<file path="src/rtl/x86_16_instruction_length_decoder_defines.svh">
// ----------------------------------------------------------------------------
// x86_16_instruction_length_decoder_defines
// assertion macros shared by the instruction length decoder rtl
// ----------------------------------------------------------------------------
`ifndef X86_16_INSTRUCTION_LENGTH_DECODER_DEFINES_SVH
`define X86_16_INSTRUCTION_LENGTH_DECODER_DEFINES_SVH

`ifndef SYNTHESIS

// consequent must hold in the same cycle as the antecedent
`define X86IL_ASSERT_NOW(lbl, ante, cons) \
  lbl: assert property (@(posedge clk) disable iff (!rst_n) (ante) |-> (cons)) \
    else $error("x86il assertion failed");

// consequent must hold in the cycle after the antecedent
`define X86IL_ASSERT_NEXT(lbl, ante, cons) \
  lbl: assert property (@(posedge clk) disable iff (!rst_n) (ante) |=> (cons)) \
    else $error("x86il assertion failed");

`else

`define X86IL_ASSERT_NOW(lbl, ante, cons)
`define X86IL_ASSERT_NEXT(lbl, ante, cons)

`endif

`endif

</file>
<file path="src/rtl/x86il_pkg.sv">
// ----------------------------------------------------------------------------
// x86il_pkg
// types, status codes and opcode tables for the 8086 instruction framer
// ----------------------------------------------------------------------------
package x86il_pkg;

  localparam int unsigned MaxBytes  = 6;
  localparam int unsigned BytesW    = 8 * MaxBytes;

  typedef enum logic [1:0] {
    ST_OK          = 2'd0,
    ST_INVALID     = 2'd1,
    ST_UNSUPPORTED = 2'd2,
    ST_TRUNCATED   = 2'd3
  } status_t;

  // opcode class: modrm form, unsupported, or fixed length
  typedef struct packed {
    logic       modrm;
    logic       unsup;
    logic [2:0] len;
  } op_class_t;

  typedef struct packed {
    logic [BytesW-1:0] bytes;
    logic [2:0]        seen;
    logic [2:0]        needed;
    logic              awaiting;
    logic [7:0]        opcode;
  } frame_state_t;

  typedef struct packed {
    status_t           status;
    logic [2:0]        len;
    logic [BytesW-1:0] bytes;
  } frame_res_t;

  typedef struct packed {
    logic       emit;
    frame_res_t res;
  } frame_out_t;

  function automatic op_class_t classify(input logic [7:0] op);
    op_class_t c;
    logic      one;
    c   = '0;
    one = 1'b0;
    case (op)
      8'h27, 8'h2F, 8'h37, 8'h3F, 8'h98, 8'h99, 8'h9B,
      8'hA4, 8'hA5, 8'hA6, 8'hA7, 8'hAA, 8'hAB, 8'hAC, 8'hAD, 8'hAE, 8'hAF,
      8'hC3, 8'hCB, 8'hCC, 8'hCE, 8'hCF,
      8'hF0, 8'hF2, 8'hF3, 8'hF4, 8'hF5,
      8'hF8, 8'hF9, 8'hFA, 8'hFB, 8'hFC, 8'hFD: one = 1'b1;
      default: one = 1'b0;
    endcase
    if (one || op[7:4] == 4'h4) begin
      c.len = 3'd1;
    end else if (op == 8'hEA || op == 8'h9A) begin
      c.len = 3'd5;
    end else if (op == 8'hCD || op == 8'hEB || op[7:4] == 4'h7 ||
                 (op & 8'hFC) == 8'hE0) begin
      c.len = 3'd2;
    end else if (op == 8'hFF || op == 8'hF6 || op == 8'hF7 ||
                 (op & 8'hFC) == 8'hD0 || (op & 8'hFC) == 8'h80 ||
                 op == 8'h84 || op == 8'h85 || (op < 8'h40 && !op[2])) begin
      c.modrm = 1'b1;
    end else if ((op & 8'hFE) == 8'hE8) begin
      c.len = 3'd3;
    end else if ((op < 8'h40 && op[2:1] == 2'b10) || (op & 8'hFE) == 8'hA8) begin
      c.len = op[0] ? 3'd3 : 3'd2;
    end else if ((op & 8'hF8) == 8'hD8) begin
      c.modrm = 1'b1;
    end else if ((op & 8'hF7) == 8'hC2) begin
      c.len = 3'd3;
    end else begin
      c.unsup = 1'b1;
    end
    return c;
  endfunction

  function automatic logic modrm_invalid(input logic [7:0] op, input logic [2:0] rg);
    logic bad;
    bad = 1'b0;
    if (op == 8'hFF) begin
      bad = (rg == 3'd6) || (rg == 3'd7);
    end else if ((op & 8'hFC) == 8'hD0) begin
      bad = (rg == 3'd6);
    end else if (op == 8'hF6 || op == 8'hF7) begin
      bad = (rg == 3'd1);
    end
    return bad;
  endfunction

  function automatic logic [1:0] imm_len(input logic [7:0] op, input logic [2:0] rg);
    logic [1:0] n;
    n = 2'd0;
    if (op == 8'h81) begin
      n = 2'd2;
    end else if ((op & 8'hFC) == 8'h80) begin
      n = 2'd1;
    end else if (op == 8'hF6 && rg == 3'd0) begin
      n = 2'd1;
    end else if (op == 8'hF7 && rg == 3'd0) begin
      n = 2'd2;
    end
    return n;
  endfunction

  function automatic logic [1:0] disp_len(input logic [7:0] m);
    logic [1:0] n;
    n = 2'd0;
    if (m[7:6] == 2'b01) begin
      n = 2'd1;
    end else if (m[7:6] == 2'b10) begin
      n = 2'd2;
    end else if (m[7:6] == 2'b00 && m[2:0] == 3'b110) begin
      n = 2'd2;
    end
    return n;
  endfunction

endpackage

</file>
<file path="src/rtl/x86_16_instruction_length_decoder.sv">
// ----------------------------------------------------------------------------
// x86_16_instruction_length_decoder
// frames a 16-bit x86 code stream into instructions, one byte per item
// ----------------------------------------------------------------------------
// One code byte is taken per clock while the skid register is empty. The
// framing state updates in the cycle the byte is accepted; the finished
// instruction (bytes, length 1..6, status) goes to the result register, or to
// the skid register while the result register waits. This two-entry output
// buffer lets input continue while a result waits; the input stalls only
// when both entries hold results that the sink has not taken.
`include "x86_16_instruction_length_decoder_defines.svh"

module x86_16_instruction_length_decoder (
  input  logic        clk,
  input  logic        rst_n,
  input  logic        in_tvalid,
  output logic        in_tready,
  input  logic [7:0]  in_tdata,   // code_byte[7:0]
  input  logic        in_tlast,   // stream_end
  output logic        out_tvalid,
  input  logic        out_tready,
  output logic [55:0] out_tdata,  // instr_bytes[47:0], instr_length[50:48], zero pad
  output logic [1:0]  out_tuser   // status[1:0]
);

  x86il_pkg::frame_state_t state_r, state_nxt;
  x86il_pkg::frame_out_t   dec_out;
  x86il_pkg::frame_res_t   out_r, skid_r;
  logic out_valid_r, skid_valid_r;
  logic in_fire, out_fire, main_free;

  x86il_frame_dec u_dec (
    .cur_state  (state_r),
    .code_byte  (in_tdata),
    .stream_end (in_tlast),
    .nxt_state  (state_nxt),
    .dec_out    (dec_out)
  );

  assign in_tready = !skid_valid_r;
  assign in_fire   = in_tvalid && in_tready;
  assign out_fire  = out_valid_r && out_tready;
  assign main_free = !out_valid_r || out_tready;

  always_ff @(posedge clk) begin
    if (!rst_n) begin
      state_r      <= '0;
      out_valid_r  <= 1'b0;
      skid_valid_r <= 1'b0;
    end else begin
      if (in_fire) begin
        state_r <= state_nxt;
      end
      if (skid_valid_r) begin
        if (out_fire) begin
          out_r        <= skid_r;
          skid_valid_r <= 1'b0;
        end
      end else if (in_fire && dec_out.emit) begin
        if (main_free) begin
          out_r       <= dec_out.res;
          out_valid_r <= 1'b1;
        end else begin
          skid_r       <= dec_out.res;
          skid_valid_r <= 1'b1;
        end
      end else if (out_fire) begin
        out_valid_r <= 1'b0;
      end
    end
  end

  assign out_tvalid = out_valid_r;
  assign out_tdata  = {5'b0, out_r.len, out_r.bytes};
  assign out_tuser  = out_r.status;

  `X86IL_ASSERT_NOW(a_skid_implies_main, skid_valid_r, out_valid_r)
  `X86IL_ASSERT_NOW(a_awaiting_one_byte, state_r.awaiting, state_r.seen == 3'd1)
  `X86IL_ASSERT_NOW(a_needed_ahead, state_r.needed != 3'd0, state_r.seen < state_r.needed)
  `X86IL_ASSERT_NEXT(a_stall_to_skid, in_fire && dec_out.emit && out_valid_r && !out_tready, skid_valid_r)

endmodule

</file>
<file path="src/rtl/x86il_frame_dec.sv">
// ----------------------------------------------------------------------------
// x86il_frame_dec
// next-state and result logic for one code byte of the framer
// ----------------------------------------------------------------------------
module x86il_frame_dec (
  input  x86il_pkg::frame_state_t cur_state,
  input  logic [7:0]              code_byte,
  input  logic                    stream_end,
  output x86il_pkg::frame_state_t nxt_state,
  output x86il_pkg::frame_out_t   dec_out
);

  x86il_pkg::op_class_t cls;
  x86il_pkg::frame_state_t st;
  x86il_pkg::status_t status;
  logic       start;
  logic       emit;
  logic [2:0] rg;

  assign start = (cur_state.seen == 3'd0) || (cur_state.seen >= 3'(x86il_pkg::MaxBytes));
  assign cls   = x86il_pkg::classify(code_byte);
  assign rg    = code_byte[5:3];

  always_comb begin
    st     = cur_state;
    emit   = 1'b0;
    status = x86il_pkg::ST_OK;
    if (start) begin
      st.opcode   = code_byte;
      st.bytes    = {{(x86il_pkg::BytesW-8){1'b0}}, code_byte};
      st.seen     = 3'd1;
      st.awaiting = cls.modrm;
      st.needed   = (cls.modrm || cls.unsup) ? 3'd0 : cls.len;
      if (cls.unsup) begin
        emit   = 1'b1;
        status = x86il_pkg::ST_UNSUPPORTED;
      end else if (!cls.modrm && cls.len == 3'd1) begin
        emit = 1'b1;
      end
    end else begin
      // octets above seen are still zero, so a plain write equals the or
      st.bytes[{cur_state.seen, 3'b000} +: 8] = code_byte;
      st.seen = cur_state.seen + 3'd1;
      if (cur_state.awaiting) begin
        st.awaiting = 1'b0;
        if (x86il_pkg::modrm_invalid(cur_state.opcode, rg)) begin
          emit   = 1'b1;
          status = x86il_pkg::ST_INVALID;
        end else begin
          st.needed = 3'd2 + {1'b0, x86il_pkg::disp_len(code_byte)}
                    + {1'b0, x86il_pkg::imm_len(cur_state.opcode, rg)};
        end
      end
      if (!emit && st.needed != 3'd0 && st.seen >= st.needed) begin
        emit = 1'b1;
      end
    end
    if (!emit && stream_end) begin
      emit   = 1'b1;
      status = x86il_pkg::ST_TRUNCATED;
    end
  end

  assign dec_out.emit       = emit;
  assign dec_out.res.status = status;
  assign dec_out.res.len    = st.seen;
  assign dec_out.res.bytes  = st.bytes;
  assign nxt_state          = emit ? '0 : st;

endmodule

</file>
<file path="config.mk">
export PLATFORM = sky130hd
export DESIGN_NAME = x86_16_instruction_length_decoder
export DESIGN_NICKNAME = d
export VERILOG_FILES = /design/src/rtl/x86il_pkg.sv /design/src/rtl/x86_16_instruction_length_decoder.sv /design/src/rtl/x86il_frame_dec.sv
export VERILOG_INCLUDE_DIRS = /design/src /design/src/rtl
export SDC_FILE = /design/constraint.sdc
export NUM_CORES = 1
export LEC_CHECK = 0
export BUFFER_PORTS_ARGS = -buffer_cell sky130_fd_sc_hd__buf_4
export CAP_MARGIN = 5
export CELL_PAD_IN_SITES_DETAIL_PLACEMENT = 1
export CELL_PAD_IN_SITES_GLOBAL_PLACEMENT = 2
export CORE_UTILIZATION = 34
export DETAILED_ROUTE_END_ITERATION = 10
export PLACE_DENSITY_LB_ADDON = 0.2
export SLEW_MARGIN = 0
export SYNTH_ARGS = -nofsm -noshare
export SYNTH_HDL_FRONTEND = slang
export SYNTH_SLANG_ARGS = --single-unit
</file>
<file path="constraint.sdc">
create_clock -name clk -period 7.72 [get_ports clk]
set_clock_uncertainty 0.15 [all_clocks]
set_input_delay 0.386 -clock clk [delete_from_list [all_inputs] [get_ports clk]]
set_output_delay 0.386 -clock clk [all_outputs]
set_load 0.005 [all_outputs]
</file>
==> flow_summary_export.csv <==
group,metric,value,unit
timing,timing.final.max_slew_violations,0,
logic_synthesis,synth_ff_type,"sky130_fd_sc_hd__edfxtp_1",
timing,timing_hold_violations_final,0,
final_layout,areaGrowthSynthToFinish,15.4,%
setup_path,crit-reg2reg-launch,"state_r[3]",
routing,detailedRoute.firstPassIterationCount,4,
status,outcome,"complete, no violations",
final_layout,layoutNonFillerInstCount,1222,
timing,fmax,196,MHz
setup_path,crit_fanout,36,
power_and_ir_drop,vdd_drop_max,0.000105,V
logic_synthesis,synth_most_common_cell,"sky130_fd_sc_hd__nand2_1",
grt,number_of_antenna_violations_at_the_first_check_in_global_routing,0,
grt,grt_pass1_wl,35000,µm
clock_tree,tritoncts,"done",
routing,num_vias,6217,
place,place_congestion,0.797,
floorplan,core_region_area,0.0236,mm²
routing,finalWirelength,22000,µm
logic_synthesis,post_synth_top_cells,"298 x sky130_fd_sc_hd__nand2_1, 106 x sky130_fd_sc_hd__edfxtp_1, 65 x sky130_fd_sc_hd__dfxtp_1",
final_layout,utilization,40.2,%
logic_synthesis,synthTopCellsByArea,"sky130_fd_sc_hd__edfxtp_1 39%, sky130_fd_sc_hd__dfxtp_1 16%, sky130_fd_sc_hd__nand2_1 14%",
clock_tree,path_clk_slew,0.07,ns
timing,timing.max_slew.rel_slack,35.0,%
logic_synthesis,average_instance_area_after_synthesis,9.61,µm²
clock_tree,cts_htree_levels,4,
power_and_ir_drop,power,2.03,mW
timing,grt_setup_unrepaired,"false",
logic_synthesis,synth_edf_count,106,
routing,drtIter0Drc,319,
setup_path,startpoint_type,"flip-flop",
timing,worst_pin_slew,0.969,ns
power_and_ir_drop,leakage,3.26,nW
timing,finalSetupViolations,0,
grt,number_of_global_route_vias_before_repair,6318,
setup_path,timing.critical_path.arrival,5.02,ns
setup_path,critical_path_required,7.64,ns
clock_tree,cts_buffers,17,
floorplan,initial_core_utilization,34.8,%
final_layout,drive_above_1_share,21.0,%
routing,drc_errors,0,
floorplan,die_height,157,µm
timing,period_minus_slack,5.11,ns
routing,route.detailed.wl_per_inst,18.0,µm
floorplan,placementRows,56,
setup_path,worstSetupEndpointType,"flip-flop",
routing,avgViaCountPerCell,5.09,
clock_tree,worstSkewPairLatency,0.43,ns
timing,tns,0,ns
grt,grt_usage,18.6,%
clock_tree,clk_path_buf_depth,2,
timing,period_share,66.1,%
clock_tree,numClockSinks,171,
logic_synthesis,yosys_warnings,0,
clock_tree,post_cts_resize_count,0,
floorplan,fp.dieArea,0.0248,mm²
clock_tree,cts_root_buffer,"sky130_fd_sc_hd__clkbuf_16",
final_layout,final_nets,915,
routing,postRouteAntennaNets,0,
grt,grt_max_degree,57,
worst_hold_path,worst_hold_startpoint,"out_tready",
logic_synthesis,synth_instances,855,
clock_tree,cts_setup_buffers,0,
run,drv_cap,0,
floorplan,io-pin-count,73,
clock_tree,holdBufCountCts,0,
logic_synthesis,synthesis.area,0.00822,mm²
setup_path,worst_setup_path_startpoint,"state_r[3]",
worst_hold_path,hold_path.class,"input pin to flip-flop",
floorplan,die_x,157,µm
logic_synthesis,share_of_the_synthesized_area_in_the_top_cell_type,38.7,%
place,dpl.cell_count,1190,
grt,global_route.overflow_total,0,
final_layout,number_of_inserted_diodes,0,
place,place_hpwl,14400,µm
place,numPortBuffers,67,
logic_synthesis,synth_async_sr_flop_share,0,%
logic_synthesis,ys_ff_latch,171,
power_and_ir_drop,power-per-cell-area,214,mW/mm²
logic_synthesis,synth_cell_type_count,71,
logic_synthesis,synth_largest_area_cell,"sky130_fd_sc_hd__edfxtp_1",
logic_synthesis,synth.yosys.seq_area_share,54.6,%
setup_path,crit_type,"flip-flop to flip-flop",
## state kept, by name (all words and copies together) (netlist names)
| register | count |
|---|---|
| out_tuser | 2 |
| skid_r | 53 |
| skid_valid_r | 1 |
| state_r | 63 |
| out_tvalid | 1 |
| out_tdata | 51 |
## path summary, 6_finish.rpt
kind | end | slack [ns] | cells past startpoint
setup reg to reg | skid_r[20] | 2.61 | 16
hold / removal | skid_valid_r | 0.10 | 4
hold reg to reg | state_r[45] | 0.32 | 2
setup / recovery | skid_r[20] | 2.61 | 16
## logic make-up (layout without fill, tap and decap cells)
logic type	after synthesis	in the layout	synth area share [%]
AO/OA/AOI/OAI	151	151	13.8
AND/OR/NAND/NOR	413	413	22.2
other	1	5	0.0456
multiplexers	22	22	2.86
XOR/XNOR	3	3	0.320
adder cells (fa/ha/maj)	11	11	1.67
buffers and inverters	83	127	4.61
flip-flops	171	171	54.6
## layer usage
metal	vias to the layer above	track usage, %	routed length [µm]
met5	-	0	0
met4	0	6.10	403
met3	24	3.25	544
met2	92	31.9	11000
met1	3094	23.7	10100
li1	3007	-	-
## area by class of cell
class,instances,area [µm²]
multi-input cells,605,3400
clock buffers,19,443
well taps,319,399
fillers,2697,14100
repair buffers,76,568
flip-flops and latches,171,4480
inverters,20,75.1
clock inverters,12,114
## where the power goes
group | switching, mW | total, mW | internal (mW)
clock network | 0.373 | 0.828 | 0.455
registers | 0.0111 | 1.01 | 0.996
logic | 0.133 | 0.194 | 0.0615
## stage by stage
step,hold WS (ns),instance area [µm²],worst slack (ns)
after floorplan,0.298,8230,0.0494
after global placement,0.304,8920,2.62
after detailed placement,0.311,8920,2.46
after CTS,0.0872,9480,2.54
after global routing,0.113,9480,2.22
final,0.103,9480,2.61
## layout by cell type, fill, tap and decap left out, drive strengths merged, types with 17 or more instances in the layout
| cell type | n |
|---|---|
| a21oi | 92 |
| buf | 76 |
| clkbuf | 19 |
| dfxtp | 65 |
| edfxtp | 106 |
| inv | 23 |
| nand2 | 298 |
| nand3 | 36 |
| nor2 | 17 |
| o21ai | 21 |
## worst max-delay path, cell delays in order (launching register included)
cell	delay, ns
sky130_fd_sc_hd__dfxtp_1	0.36
sky130_fd_sc_hd__or4b_4	0.54
sky130_fd_sc_hd__nor4_1	0.17
sky130_fd_sc_hd__o21ai_0	0.14
sky130_fd_sc_hd__ha_1	0.28
sky130_fd_sc_hd__inv_1	0.04
sky130_fd_sc_hd__ha_1	0.17
sky130_fd_sc_hd__xnor2_1	0.20
sky130_fd_sc_hd__mux2i_1	0.12
sky130_fd_sc_hd__ha_1	0.32
sky130_fd_sc_hd__a21o_1	0.11
sky130_fd_sc_hd__a31oi_1	0.04
sky130_fd_sc_hd__o21ai_0	0.34
sky130_fd_sc_hd__o22ai_1	0.24
sky130_fd_sc_hd__or2_4	0.32
sky130_fd_sc_hd__a21oi_4	0.61
sky130_fd_sc_hd__buf_4	0.54
(Power assumes the default switching activity.)
